$ cat src/rtl/core/key_debounce_event_generator_macros.svh
// Assertion macros shared by the key debounce event generator RTL.
`ifndef KEY_DEBOUNCE_EVENT_GENERATOR_MACROS_SVH
`define KEY_DEBOUNCE_EVENT_GENERATOR_MACROS_SVH

// Same-cycle implication, disabled while reset is asserted.
`define KDEG_ASSERT_NOW(label, clk, rst_n, ante, cons, msg) \
    label: assert property (@(posedge clk) disable iff (!rst_n) (ante) |-> (cons)) \
        else $error(msg);

// Next-cycle implication, disabled while reset is asserted.
`define KDEG_ASSERT_NEXT(label, clk, rst_n, ante, cons, msg) \
    label: assert property (@(posedge clk) disable iff (!rst_n) (ante) |=> (cons)) \
        else $error(msg);

`endif

$ cat src/rtl/core/kdeg_pkg.sv
// Package with shared constants of the key debounce event generator.
`timescale 1ns / 1ps
`default_nettype none
package kdeg_pkg;
    localparam int NUM_KEYS_DEF      = 10;
    localparam int HISTORY_DEPTH_DEF = 4;
    localparam int RAW_W             = 10;
    localparam int INDEX_W           = 4;
    localparam int QUEUE_DEPTH       = 2;
    localparam int S_TDATA_W         = 16;
    localparam int M_TDATA_W         = 8;
endpackage
`default_nettype wire

$ cat src/rtl/core/kdeg_front.sv
// Front end: scan history, debounce decision and reported-state tracking.
`timescale 1ns / 1ps
`default_nettype none
module kdeg_front #(
    parameter int NUM_KEYS      = kdeg_pkg::NUM_KEYS_DEF,
    parameter int HISTORY_DEPTH = kdeg_pkg::HISTORY_DEPTH_DEF
) (
    input  wire logic                      clk,
    input  wire logic                      rst_n,
    input  wire logic                      in_valid,
    output logic                           in_ready,
    input  wire logic [kdeg_pkg::RAW_W-1:0] raw_keys,
    input  wire logic                      q_full,
    output logic                           q_push,
    output logic [2*NUM_KEYS-1:0]          q_entry   // {new state, change mask}
);
    import kdeg_pkg::*;

    localparam int SLOT_W = $clog2(HISTORY_DEPTH);

    logic [NUM_KEYS-1:0] hist_reg [HISTORY_DEPTH];
    logic [SLOT_W-1:0]   slot_reg;
    logic [SLOT_W-1:0]   slot_next;
    logic [NUM_KEYS-1:0] reported_reg;
    logic [NUM_KEYS-1:0] reported_next;
    logic [NUM_KEYS-1:0] scan;
    logic [NUM_KEYS-1:0] all_on;
    logic [NUM_KEYS-1:0] all_off;
    logic [NUM_KEYS-1:0] change;
    logic                accept;

    // Key lines beyond the scan width read as released.
    genvar g;
    generate
        for (g = 0; g < NUM_KEYS; g++)
        begin : g_scan
            if (g < RAW_W)
            begin : g_in
                assign scan[g] = raw_keys[g];
            end
            else
            begin : g_zero
                assign scan[g] = 1'b0;
            end
        end
    endgenerate

    assign in_ready = !q_full;
    assign accept   = in_valid && in_ready;

    always_comb
    begin
        all_on  = '1;
        all_off = '1;
        for (int s = 0; s < HISTORY_DEPTH; s++)
        begin
            // The slot being written this cycle counts with the new scan, not its old value.
            if (slot_reg == SLOT_W'(s))
            begin
                all_on  = all_on & scan;
                all_off = all_off & ~scan;
            end
            else
            begin
                all_on  = all_on & hist_reg[s];
                all_off = all_off & ~hist_reg[s];
            end
        end
        change        = (all_on & ~reported_reg) | (all_off & reported_reg);
        reported_next = reported_reg ^ change;
        slot_next     = (slot_reg == SLOT_W'(HISTORY_DEPTH - 1)) ? '0 : slot_reg + 1'b1;
    end

    assign q_push  = accept && (change != '0);
    assign q_entry = {reported_next, change};

    always_ff @(posedge clk or negedge rst_n)
    begin
        if (!rst_n)
        begin
            for (int s = 0; s < HISTORY_DEPTH; s++)
            begin
                hist_reg[s] <= '0;
            end
            slot_reg     <= '0;
            reported_reg <= '0;
        end
        else if (accept)
        begin
            hist_reg[slot_reg] <= scan;
            slot_reg           <= slot_next;
            reported_reg       <= reported_next;
        end
    end
endmodule
`default_nettype wire

$ cat src/rtl/core/kdeg_queue.sv
// Small register queue between the front end and the event serializer.
`timescale 1ns / 1ps
`default_nettype none
module kdeg_queue #(
    parameter int WIDTH = 2 * kdeg_pkg::NUM_KEYS_DEF
) (
    input  wire logic             clk,
    input  wire logic             rst_n,
    input  wire logic             push,
    input  wire logic [WIDTH-1:0] push_data,
    output logic                  full,
    input  wire logic             pop,
    output logic                  valid,
    output logic [WIDTH-1:0]      pop_data
);
    import kdeg_pkg::*;

    localparam int PTR_W = $clog2(QUEUE_DEPTH);
    localparam int CNT_W = $clog2(QUEUE_DEPTH + 1);

    logic [WIDTH-1:0] mem_reg [QUEUE_DEPTH];
    logic [PTR_W-1:0] wr_ptr_reg;
    logic [PTR_W-1:0] rd_ptr_reg;
    logic [CNT_W-1:0] count_reg;

    assign full     = (count_reg == CNT_W'(QUEUE_DEPTH));
    assign valid    = (count_reg != '0);
    assign pop_data = mem_reg[rd_ptr_reg];

    always_ff @(posedge clk)
    begin
        if (push)
        begin
            mem_reg[wr_ptr_reg] <= push_data;
        end
    end

    always_ff @(posedge clk or negedge rst_n)
    begin
        if (!rst_n)
        begin
            wr_ptr_reg <= '0;
            rd_ptr_reg <= '0;
            count_reg  <= '0;
        end
        else
        begin
            if (push)
            begin
                wr_ptr_reg <= (wr_ptr_reg == PTR_W'(QUEUE_DEPTH - 1)) ? '0 : wr_ptr_reg + 1'b1;
            end
            if (pop)
            begin
                rd_ptr_reg <= (rd_ptr_reg == PTR_W'(QUEUE_DEPTH - 1)) ? '0 : rd_ptr_reg + 1'b1;
            end
            if (push && !pop)
            begin
                count_reg <= count_reg + 1'b1;
            end
            else if (pop && !push)
            begin
                count_reg <= count_reg - 1'b1;
            end
        end
    end
endmodule
`default_nettype wire

$ cat src/rtl/core/kdeg_back.sv
// Back end: turns a change mask into one event per changed key, lowest first.
`timescale 1ns / 1ps
`default_nettype none
module kdeg_back #(
    parameter int NUM_KEYS = kdeg_pkg::NUM_KEYS_DEF
) (
    input  wire logic                         clk,
    input  wire logic                         rst_n,
    input  wire logic                         q_valid,
    input  wire logic [2*NUM_KEYS-1:0]        q_entry,
    output logic                              q_pop,
    output logic                              ev_valid,
    input  wire logic                         ev_ready,
    output logic [kdeg_pkg::INDEX_W-1:0]      ev_index,
    output logic                              ev_pressed,
    output logic                              ev_last
);
    import kdeg_pkg::*;

    logic                busy_reg;
    logic [NUM_KEYS-1:0] mask_reg;
    logic [NUM_KEYS-1:0] state_reg;
    logic                out_valid_reg;
    logic [INDEX_W-1:0]  out_index_reg;
    logic                out_pressed_reg;
    logic                out_last_reg;
    logic [NUM_KEYS-1:0] low;
    logic [NUM_KEYS-1:0] remaining;
    logic [INDEX_W-1:0]  low_index;
    logic                out_free;
    logic                emit;

    always_comb
    begin
        low       = mask_reg & (~mask_reg + 1'b1);
        remaining = mask_reg & ~low;
        low_index = '0;
        for (int k = 0; k < NUM_KEYS; k++)
        begin
            low_index = low_index | ({INDEX_W{low[k]}} & INDEX_W'(k));
        end
    end

    assign out_free = !out_valid_reg || ev_ready;
    assign emit     = busy_reg && out_free;
    // Next entry loads in the same cycle the last event of the current one goes out.
    assign q_pop    = q_valid && (!busy_reg || (emit && (remaining == '0)));

    always_ff @(posedge clk or negedge rst_n)
    begin
        if (!rst_n)
        begin
            busy_reg      <= 1'b0;
            out_valid_reg <= 1'b0;
        end
        else
        begin
            if (q_pop)
            begin
                busy_reg <= 1'b1;
            end
            else if (emit)
            begin
                busy_reg <= (remaining != '0);
            end
            if (emit)
            begin
                out_valid_reg <= 1'b1;
            end
            else if (ev_ready)
            begin
                out_valid_reg <= 1'b0;
            end
        end
    end

    always_ff @(posedge clk)
    begin
        if (q_pop)
        begin
            mask_reg  <= q_entry[NUM_KEYS-1:0];
            state_reg <= q_entry[2*NUM_KEYS-1:NUM_KEYS];
        end
        else if (emit)
        begin
            mask_reg <= remaining;
        end
        if (emit)
        begin
            out_index_reg   <= low_index;
            out_pressed_reg <= |(low & state_reg);
            out_last_reg    <= (remaining == '0);
        end
    end

    assign ev_valid   = out_valid_reg;
    assign ev_index   = out_index_reg;
    assign ev_pressed = out_pressed_reg;
    assign ev_last    = out_last_reg;
endmodule
`default_nettype wire

$ cat src/rtl/core/key_debounce_event_generator.sv
// Key debounce event generator: scans in, key press and release events out.
//
// Slave stream carries one scan of the key lines per item (bit i set = key i down).
// Master stream carries one event per item: key index and new state, tlast on the
// final event caused by a scan. A scan that changes no debounced state gives no event.
// A key settles pressed after HISTORY_DEPTH consecutive pressed scans, released after
// HISTORY_DEPTH consecutive released scans.
// A scan's first event passes the queue, the serializer mask and the output register.
// Throughput: a scan is taken every cycle while the two-entry event queue has room;
// events leave one per cycle while the receiver is ready, so a scan with k changes
// holds the serializer for k events, and the serializer loop sets the sustained rate.
// When the receiver stalls, the held event stays put, the queue fills, and tready on
// the scan side drops once both queue entries are taken.
// Reset clears the scan history, slot pointer, reported key states and the queue;
// the block takes scans in the first cycle after reset.
`timescale 1ns / 1ps
`default_nettype none
module key_debounce_event_generator #(
    parameter int NUM_KEYS      = kdeg_pkg::NUM_KEYS_DEF,
    parameter int HISTORY_DEPTH = kdeg_pkg::HISTORY_DEPTH_DEF
) (
    input  wire logic                           clk,
    input  wire logic                           rst_n,
    input  wire logic                           s_axis_tvalid,
    output logic                                s_axis_tready,
    input  wire logic [kdeg_pkg::S_TDATA_W-1:0] s_axis_tdata,  // [9:0] raw_keys
    output logic                                m_axis_tvalid,
    input  wire logic                           m_axis_tready,
    output logic [kdeg_pkg::M_TDATA_W-1:0]      m_axis_tdata,  // [3:0] key_index, [4] pressed
    output logic                                m_axis_tlast   // last_event
);
    import kdeg_pkg::*;

    logic                  q_push;
    logic                  q_full;
    logic                  q_pop;
    logic                  q_valid;
    logic [2*NUM_KEYS-1:0] q_in;
    logic [2*NUM_KEYS-1:0] q_out;
    logic [INDEX_W-1:0]    ev_index;
    logic                  ev_pressed;
    logic                  index_ok;
    logic                  ev_stall;

    kdeg_front #(
        .NUM_KEYS      (NUM_KEYS),
        .HISTORY_DEPTH (HISTORY_DEPTH)
    ) u_front (
        .clk      (clk),
        .rst_n    (rst_n),
        .in_valid (s_axis_tvalid),
        .in_ready (s_axis_tready),
        .raw_keys (s_axis_tdata[RAW_W-1:0]),
        .q_full   (q_full),
        .q_push   (q_push),
        .q_entry  (q_in)
    );

    kdeg_queue #(
        .WIDTH (2 * NUM_KEYS)
    ) u_queue (
        .clk       (clk),
        .rst_n     (rst_n),
        .push      (q_push),
        .push_data (q_in),
        .full      (q_full),
        .pop       (q_pop),
        .valid     (q_valid),
        .pop_data  (q_out)
    );

    kdeg_back #(
        .NUM_KEYS (NUM_KEYS)
    ) u_back (
        .clk        (clk),
        .rst_n      (rst_n),
        .q_valid    (q_valid),
        .q_entry    (q_out),
        .q_pop      (q_pop),
        .ev_valid   (m_axis_tvalid),
        .ev_ready   (m_axis_tready),
        .ev_index   (ev_index),
        .ev_pressed (ev_pressed),
        .ev_last    (m_axis_tlast)
    );

    assign m_axis_tdata = {{(M_TDATA_W - INDEX_W - 1){1'b0}}, ev_pressed, ev_index};

    assign index_ok = (NUM_KEYS > 16) || (int'(ev_index) < NUM_KEYS);
    assign ev_stall = m_axis_tvalid && !m_axis_tready;

`include "key_debounce_event_generator_macros.svh"

    `KDEG_ASSERT_NOW(a_no_push_when_full, clk, rst_n, q_push, !q_full, "push into full queue")
    `KDEG_ASSERT_NOW(a_no_pop_when_empty, clk, rst_n, q_pop, q_valid, "pop from empty queue")
    `KDEG_ASSERT_NOW(a_index_in_range, clk, rst_n, m_axis_tvalid, index_ok, "bad key index")
    `KDEG_ASSERT_NEXT(a_ev_hold, clk, rst_n, ev_stall, m_axis_tvalid, "stalled event dropped")
endmodule
`default_nettype wire

$ cat config.mk
export PLATFORM = sky130hd
export DESIGN_NAME = key_debounce_event_generator
export DESIGN_NICKNAME = d
export VERILOG_FILES = /design/src/rtl/core/kdeg_pkg.sv /design/src/rtl/core/kdeg_front.sv /design/src/rtl/core/kdeg_queue.sv /design/src/rtl/core/kdeg_back.sv /design/src/rtl/core/key_debounce_event_generator.sv
export VERILOG_INCLUDE_DIRS = /design/src /design/src/rtl/core
export SDC_FILE = /design/constraint.sdc
export NUM_CORES = 1
export LEC_CHECK = 0
export ABC_AREA = 1
export CAP_MARGIN = 20
export CORE_UTILIZATION = 40
export DETAILED_ROUTE_END_ITERATION = 12
export DONT_BUFFER_PORTS = 1
export GPL_ROUTABILITY_DRIVEN = 1
export HOLD_SLACK_MARGIN = 0.15
export PLACE_DENSITY = 0.64
export SLEW_MARGIN = 20
export SYNTH_ARGS = -nofsm -noshare
export SYNTH_HDL_FRONTEND = slang
export SYNTH_SLANG_ARGS = --single-unit
$ cat constraint.sdc
create_clock -name clk -period 4.04 [get_ports clk]
set_clock_uncertainty 0.05 [all_clocks]
set_input_delay 0.606 -clock clk [delete_from_list [all_inputs] [get_ports clk]]
set_output_delay 0.606 -clock clk [all_outputs]
set_load 0.02 [all_outputs]
==> impl_summary.log, run 1 <==
INFO  metric result_of_the_run = completed
INFO  metric diodes = 0
INFO  metric drive_above_1_share = 7.42%
INFO  metric route.met3.wl = 646 µm
INFO  metric crit_path_end = u_queue.count_reg[1]
INFO  metric drcViolationCount = 0
INFO  metric finalHoldWorstSlack = 366 ps
INFO  metric syn_avg_cell_area = 8.43 µm²
INFO  metric tritoncts_num_sinks = 124
INFO  metric die_area = 15500 µm²
INFO  metric hpwlAfterDp = 8.49 mm
INFO  metric final-seq-area = 3430 µm²
INFO  metric cts_setup_buffers = 0
INFO  metric edff_count_synth = 66
INFO  metric crit_start = u_front.slot_reg[0]
INFO  metric final_area = 6730 µm²
INFO  metric utilization = 46.1%
INFO  metric yosys.area.top_type_share = 32.9%
INFO  metric io-pin-count = 31
INFO  metric worstReg2RegEnd = u_queue.count_reg[1]
INFO  metric dieWidth = 125 µm
INFO  metric antenna_found_initial = 0
INFO  metric timing.fmax = 0.311 GHz
INFO  metric first_iter_violations = 351
INFO  metric path_clk_slew = 50 ps
INFO  metric power-per-cell-area = 788 nW/µm²
INFO  metric vdd_drop_max = 0.479 mV
INFO  metric cts_htree_levels = 4
INFO  metric placed_cells_incl_taps = 878
INFO  metric tritoncts = built
INFO  metric grt.overflow.total = 0
INFO  metric met1_layer_wirelength_in_the_final_routing = 5.67 mm
INFO  metric port_buffers = 0
INFO  metric postRouteAntennaNets = 0
INFO  metric yosys.cell_types.count = 35
INFO  metric layout_min_cycle_time = 3210 ps
INFO  metric tritoncts.num_buffers = 17
INFO  metric start_kind = flop
INFO  metric worstMarginPinSlew = 746 ps
INFO  metric die-height = 125 µm
INFO  metric worstPathMaxFanout = 15
INFO  metric rows = 44
INFO  metric max_cap_viol = 0
INFO  metric initial_core_utilization = 41.3%
INFO  metric max_slew_headroom_at_the_worst_pin = 50.1%
INFO  metric total_area_of_multi_input_combinational_cells = 2180 µm²
INFO  metric cp-end-kind = flop
INFO  metric mappedNetlistArea = 6020 µm²
INFO  metric dpl-instance-area = 6160 µm²
INFO  metric grt_util_all_layers = 17.0%
INFO  metric top_layer_used = met4
INFO  metric core-area = 14600 µm²
INFO  metric post_layout_nonfiller_instances = 912
INFO  metric hold_path.class = in -> reg
INFO  metric global_placement_routability_congestion = 0.921
INFO  metric leakagePower = 3.17 nW
INFO  metric setup.reg_to_reg.worst_slack = 830 ps
INFO  metric viasPerCell = 4.91
INFO  metric post-synth-top-area-cell = sky130_fd_sc_hd__edfxtp_1
INFO  metric final_period_util = 79.5%
INFO  metric detail_route.wl_per_cell = 13.6 µm
INFO  metric number_of_instances_in_the_synthesized_netlist = 714
INFO  metric fin_nets = 740
INFO  metric worst-setup-path-type = reg -> reg
INFO  metric max-clock-path-buffers = 2
INFO  metric timing.final.ws_setup = 826 ps
INFO  metric cts_hold_repair.buffers = 2
INFO  metric area_growth = 11.8%
INFO  metric r2r_path_start = u_front.slot_reg[0]
INFO  metric reg2regPathDepth = 15
INFO  metric yosysWarningCount = 0
INFO  metric synth_seq_cells = 124
INFO  metric finalSetupViolCount = 0
INFO  metric post-place-ws = 856 ps
INFO  metric crit_arrival = 3450 ps
INFO  metric pin_count_of_the_biggest_net_entering_global_routing = 59
INFO  metric first_global_vias = 4281
INFO  metric setup_repair_after_global_routing_missed_its_margin = no
INFO  metric met2_wirelength = 5.84 mm
INFO  metric wirelength = 12.4 mm
INFO  metric drt-pass1-iter-count = 5
INFO  metric clock-root-buffer = sky130_fd_sc_hd__clkbuf_16
INFO  metric clock_latency = 410 ps
INFO  metric timing_max_transition_violations_final = 0
INFO  metric synth_seq_area_share = 57.0%
INFO  metric post_synth_most_frequent_cells = 283 x sky130_fd_sc_hd__nand2_1, 66 x sky130_fd_sc_hd__edfxtp_1, 64 x sky130_fd_sc_hd__o21ai_0
INFO  metric synth_top_cells_by_area = sky130_fd_sc_hd__edfxtp_1 33%, sky130_fd_sc_hd__dfrtp_1 24%, sky130_fd_sc_hd__nand2_1 18%, sky130_fd_sc_hd__o21ai_0 5.3%, sky130_fd_sc_hd__inv_1 3.9%
INFO  metric ys_dominant_reg_cell = sky130_fd_sc_hd__edfxtp_1
INFO  metric report.final.hold_viol_count = 0
INFO  metric post_cts.resized_instances = 0
INFO  metric worst-endpoint-required = 4270 ps
INFO  metric grt_pass1_wl = 21.0 mm
INFO  metric yosysMostFrequentCell = sky130_fd_sc_hd__nand2_1
INFO  metric fillerInstances = 1366
INFO  metric asyncSetResetFlopFracSynth = 46.8%
INFO  metric dr_total_vias = 4482
INFO  metric post-layout-total-power = 5.30 mW
INFO  metric setup_total_negative_slack = 0 ps
INFO  metric min_delay_path_depth = 3
[cell usage in the layout (no fill, tap or decap), types with 2 or more instances in the layout]
| cell type | count |
|---|---|
| sky130_fd_sc_hd__o21ai_2 | 2 |
| sky130_fd_sc_hd__nand2_1 | 283 |
| sky130_fd_sc_hd__buf_4 | 8 |
| sky130_fd_sc_hd__clkbuf_16 | 17 |
| sky130_fd_sc_hd__ha_1 | 5 |
| sky130_fd_sc_hd__nand3_1 | 40 |
| sky130_fd_sc_hd__o21ai_1 | 15 |
| sky130_fd_sc_hd__nor2_1 | 47 |
| sky130_fd_sc_hd__clkinv_2 | 6 |
| sky130_fd_sc_hd__clkinvlp_4 | 2 |
| sky130_fd_sc_hd__nor2_2 | 2 |
| sky130_fd_sc_hd__inv_2 | 6 |
| sky130_fd_sc_hd__and2_1 | 2 |
| sky130_fd_sc_hd__nand2_4 | 4 |
| sky130_fd_sc_hd__inv_1 | 62 |
| sky130_fd_sc_hd__nand4_1 | 3 |
| sky130_fd_sc_hd__edfxtp_1 | 66 |
| sky130_fd_sc_hd__o21ai_0 | 64 |
| sky130_fd_sc_hd__dfrtp_1 | 58 |
| sky130_fd_sc_hd__conb_1 | 3 |
| sky130_fd_sc_hd__a21oi_1 | 11 |
| sky130_fd_sc_hd__clkinv_1 | 3 |
[cell type report]
| type | instances | area share, % |
|---|---|---|
| sequential | 124 | 51.0 |
| multi-input combinational | 494 | 32.4 |
| clock buffer | 18 | 6.38 |
| inverter | 68 | 3.79 |
| tap | 184 | 3.42 |
| clock inverter | 14 | 1.54 |
| timing repair buffer | 10 | 1.45 |
[routing by layer]
metal | GRT usage, % | up-vias
met5 | 0 | -
met4 | 5.67 | 0
met3 | 4.34 | 23
met2 | 28.2 | 125
met1 | 21.7 | 2040
li1 | - | 2294
[worst max-delay path: stages, from the launching register on]
cell,delay [ps]
sky130_fd_sc_hd__dfrtp_1,400
sky130_fd_sc_hd__inv_1,130
sky130_fd_sc_hd__ha_1,590
sky130_fd_sc_hd__inv_2,220
sky130_fd_sc_hd__o21ai_0,220
sky130_fd_sc_hd__nor2_1,80
sky130_fd_sc_hd__nand2_1,60
sky130_fd_sc_hd__nand2_1,100
sky130_fd_sc_hd__nor2_1,130
sky130_fd_sc_hd__nand2_1,120
sky130_fd_sc_hd__o21bai_1,240
sky130_fd_sc_hd__inv_1,80
sky130_fd_sc_hd__ha_1,310
sky130_fd_sc_hd__a21oi_1,110
sky130_fd_sc_hd__o21ai_0,110
sky130_fd_sc_hd__xor2_1,150
[worst min path at each step]
stage	startpoint	end	slack [ps]
finish	m_axis_tready	u_back.ev_valid	370
global route	s_axis_tdata[2]	u_front.hist_reg[22]	380
CTS	m_axis_tready	u_back.ev_valid	360
detailed placement	rst_n	u_front.hist_reg[5]	260
global placement	rst_n	u_front.hist_reg[5]	260
floorplan	rst_n	u_back.busy_reg	260
[where the power goes]
group | leakage (nW) | internal [mW] | total, mW | switching, mW
logic | 1.55 | 0.568 | 1.83 | 1.27
clock network | 0.262 | 0.832 | 1.37 | 0.534
registers | 1.36 | 1.88 | 2.10 | 0.223
[cell families after synthesis]
family	synth area share (%)
xor+xnor	0.291
compound gates	8.77
fa+ha+maj	1.04
simple gates	25.9
other cells	0.0623
flops	57.0
buf+inv	6.90
Power figures use the tool's default switching activity.
==> run 2: changes to the inputs <==
--- a/config.mk
+++ b/config.mk
@@ -13,7 +13,7 @@
 export DONT_BUFFER_PORTS = 1
 export GPL_ROUTABILITY_DRIVEN = 1
 export HOLD_SLACK_MARGIN = 0.15
-export PLACE_DENSITY = 0.64
+export PLACE_DENSITY = 0.66
 export SLEW_MARGIN = 20
 export SYNTH_ARGS = -nofsm -noshare
 export SYNTH_HDL_FRONTEND = slang
==> constraint.sdc (replaced) <==
create_clock -name clk -period 2.8 [get_ports clk]
set_clock_uncertainty 0.05 [all_clocks]
set_input_delay 0.42 -clock clk [delete_from_list [all_inputs] [get_ports clk]]
set_output_delay 0.42 -clock clk [all_outputs]
set_load 0.02 [all_outputs]
==> run 2 against run 1 <==
Net effect:
- cell area rose by 5.8%
- sequential cell count stayed put
- clock power is 69% higher
- non-clock buffer count rose by 23
- die area did not move
- wire length is 3.6% lower
- sequential share of layout area shrank 2.8 points
- global-route usage decreased by 0.19 points
- critical endpoint unchanged
- largest cell class unchanged
- highest routed layer unchanged
==> impl_summary.log, run 2 (synthesized netlist as in run 1, its figures left out) <==
INFO  metric global_placement_routability_congestion = 0.806 (-12%)
INFO  metric tritoncts.num_buffers = 17 (unchanged)
INFO  metric max-clock-path-buffers = 2 (unchanged)
INFO  metric final_common_cell = sky130_fd_sc_hd__nand2_1
INFO  metric dr_total_vias = 4408 (-1.7%)
INFO  metric area_growth = 18.2%
INFO  metric power.share.switching = 36.2% (-1.9 points)
INFO  metric leakagePower = 3.33 nW (+5.1%)
INFO  metric first_iter_violations = 344 (-2.0%)
INFO  metric most-common-layout-cells = 279 x sky130_fd_sc_hd__nand2_1, 66 x sky130_fd_sc_hd__edfxtp_1, 59 x sky130_fd_sc_hd__inv_1
INFO  metric cts_htree_levels = 4 (unchanged)
INFO  metric hold-path-endpoint = u_back.ev_valid
INFO  metric timing.critical_path.slowest_cell_delay = 400 ps (-190 ps)
INFO  metric start_kind = flop
INFO  metric global_route.usage.met1 = 22.3% (+0.60 points)
INFO  metric crit_arrival = 2850 ps (-600 ps)
INFO  metric critPathMostFrequentCell = sky130_fd_sc_hd__nand2_1
INFO  metric timing.fmax = 0.384 GHz (+24%)
INFO  metric drt-pass1-iter-count = 4 (-1)
INFO  metric layout_min_cycle_time = 2600 ps (-612 ps)
INFO  metric power_frac_seq = 36.4% (-3.3 points)
INFO  metric detail_route.wl_per_cell = 12.8 µm (-6.0%)
INFO  metric hpwlAfterDp = 8.44 mm (-0.55%)
INFO  metric viasPerCell = 4.71 (-4.1%)
INFO  metric timing_max_transition_violations_final = 0 (unchanged)
INFO  metric reg2regPathDepth = 17 (+2)
INFO  metric cp_slowest_cell = sky130_fd_sc_hd__dfrtp_1
INFO  metric post-layout-total-power = 8.33 mW (+57%)
INFO  metric worst-setup-path-type = reg -> reg
INFO  metric max_slew_headroom_at_the_worst_pin = 59.3% (+9.1 points)
INFO  metric r2r_path_start = u_front.slot_reg[0]
INFO  metric core-area = 14600 µm² (unchanged)
INFO  metric power-per-cell-area = 1170 nW/µm² (+48%)
INFO  metric worstPathMaxFanout = 7 (-8)
INFO  metric crit_start = u_front.slot_reg[0]
INFO  metric worstMarginPinSlew = 609 ps (-137 ps)
INFO  metric io-pin-count = 31 (unchanged)
INFO  metric grt_util_all_layers = 16.9% (-0.19 points)
INFO  metric wirelength = 12.0 mm (-3.6%)
INFO  metric hp_start = m_axis_tready
INFO  metric die-height = 125 µm (unchanged)
INFO  metric diodes = 0 (unchanged)
INFO  metric comb_power_share = 35.7% (+1.1 points)
INFO  metric min_delay_path_depth = 3 (unchanged)
INFO  metric drcViolationCount = 0 (unchanged)
INFO  metric result_of_the_run = completed
INFO  metric clock_latency = 410 ps (about the same)
INFO  metric die_area = 15500 µm² (unchanged)
INFO  metric worst-endpoint-required = 3050 ps (-1220 ps)
INFO  metric setup_total_negative_slack = 0 ps (unchanged)
INFO  metric pin_count_of_the_biggest_net_entering_global_routing = 59 (unchanged)
INFO  metric final_period_util = 92.9% (+13 points)
INFO  metric max_cap_viol = 0 (unchanged)
INFO  metric power.clock.fraction = 27.9% (+2.1 points)
INFO  metric grt_pass1_wl = 20.7 mm (-1.5%)
INFO  metric postRouteAntennaNets = 0 (unchanged)
INFO  metric dieWidth = 125 µm (unchanged)
INFO  metric setup.reg_to_reg.worst_slack = 200 ps (-630 ps)
INFO  metric power.net_switching = 3.02 mW (+49%)
INFO  metric port_buffers = 0 (unchanged)
INFO  metric grt.overflow.total = 0 (unchanged)
INFO  metric rows = 44 (unchanged)
INFO  metric crit_chain = buf_4 -> ha_4 -> buf_4 -> nand2_1 -> nand2_1 -> inv_1 -> nor2_1 -> nand3_1 -> nand2_1 -> nor2_2 -> nand3_2 -> o21bai_4 -> inv_1 -> ha_1 -> a21oi_1 -> o21ai_1 -> xor2_1
INFO  metric drive_above_1_share = 13.3% (+5.9 points)
INFO  metric p_int = 5.31 mW (+62%)
INFO  metric clock-root-buffer = sky130_fd_sc_hd__clkbuf_16
INFO  metric cp-end-kind = flop
INFO  metric initial_core_utilization = 41.3% (unchanged)
INFO  metric tritoncts = built
INFO  metric report.final.hold_viol_count = 0 (unchanged)
INFO  metric hold_path.class = in -> reg
INFO  metric busiest_metal_layer_after_global_routing = met2
INFO  metric tritoncts_num_sinks = 124 (unchanged)
INFO  metric first_global_vias = 4133 (-3.5%)
INFO  metric finalSetupViolCount = 0 (unchanged)
INFO  metric antenna_found_initial = 0 (unchanged)
INFO  metric fin_nets = 763 (+3.1%)
INFO  metric worstReg2RegEnd = u_queue.count_reg[1]
INFO  metric grtUsageMet2 = 26.5% (-1.8 points)
INFO  metric use_met3 = 4.90% (+0.56 points)
INFO  metric vdd_drop_max = 0.867 mV (+81%)
INFO  metric path_clk_slew = 60 ps (about the same)
run 2: cell types whose count changed in the layout (fill, tap and decap cells not counted), sizes merged:
cell      delta
bufinv       +3
buf         +23
clkinvlp     +4
clkinv       -6
inv          -1
run 2: power groups by stage:
stage	sequential, mW	clock [mW]	combinational [mW]
global placement	3.04	0	2.76
global route	3.10	2.45	3.44
detailed placement	3.04	0	2.81
floorplan	2.98	0	2.05
CTS	3.02	2.36	2.85
finish	3.03	2.32	2.97
run 2: metrics by stage:
stage / hold slack (ps) / cell area (µm²) / cells / util [%] / setup slack, ps
3_5_place_dp: 75.9 / 6360 / 899 / 43.6 / -29.1
4_1_cts: 161 / 7030 / 933 / 48.2 / 3.24
3_3_place_gp: 76.1 / 6360 / 899 / 43.6 / 24.2
6_report: 176 / 7120 / 935 / 48.8 / 198
5_1_grt: 193 / 7120 / 935 / 48.8 / -0.403
2_1_floorplan: 74.4 / 6030 / 716 / - / 275
run 2: worst max path at each step:
| stage | endpoint | slack [ps] |
|---|---|---|
| after floorplan | u_queue.mem_reg[1][0] | 270 |
| after global placement | u_queue.count_reg[1] | 20 |
| after detailed placement | u_queue.count_reg[1] | -30 |
| after CTS | u_queue.count_reg[1] | 3 |
| after global routing | u_queue.count_reg[1] | -0.4 |
| final | u_queue.count_reg[1] | 200 |
run 2: layout make-up:
cell class | instances | area, µm²
multi-input combinational | 494 | 2240
inverter | 68 | 264
clock buffer | 18 | 439
tap | 184 | 230
sequential | 124 | 3430
fill | 1366 | 7470
timing repair buffer | 33 | 312
clock inverter | 14 | 194
run 2: metal layers:
| layer | up-vias | wire length [µm] |
|---|---|---|
| met5 | - | 0 |
| met4 | 0 | 155 |
| met3 | 13 | 409 |
| met2 | 67 | 5570 |
| met1 | 1978 | 5850 |
| li1 | 2350 | - |
run 2: critical path, delay by kind of cell, from the launching register on:
family / cells / cell delay, ps
flops: 1 / 400
xor+xnor: 1 / 140
simple gates: 7 / 600
fa+ha+maj: 2 / 470
buf+inv: 4 / 430
compound gates: 3 / 380
run 2: timing repair:
item | CTS | global route
setup endpoints to repair | 1 | 42
gates cloned | 0 | 0
hold buffers | 2 | 0
setup buffers | 0 | 2
hold endpoints to repair | 58 | 0
pin swaps | 0 | 5
resized for setup | 3 | 26
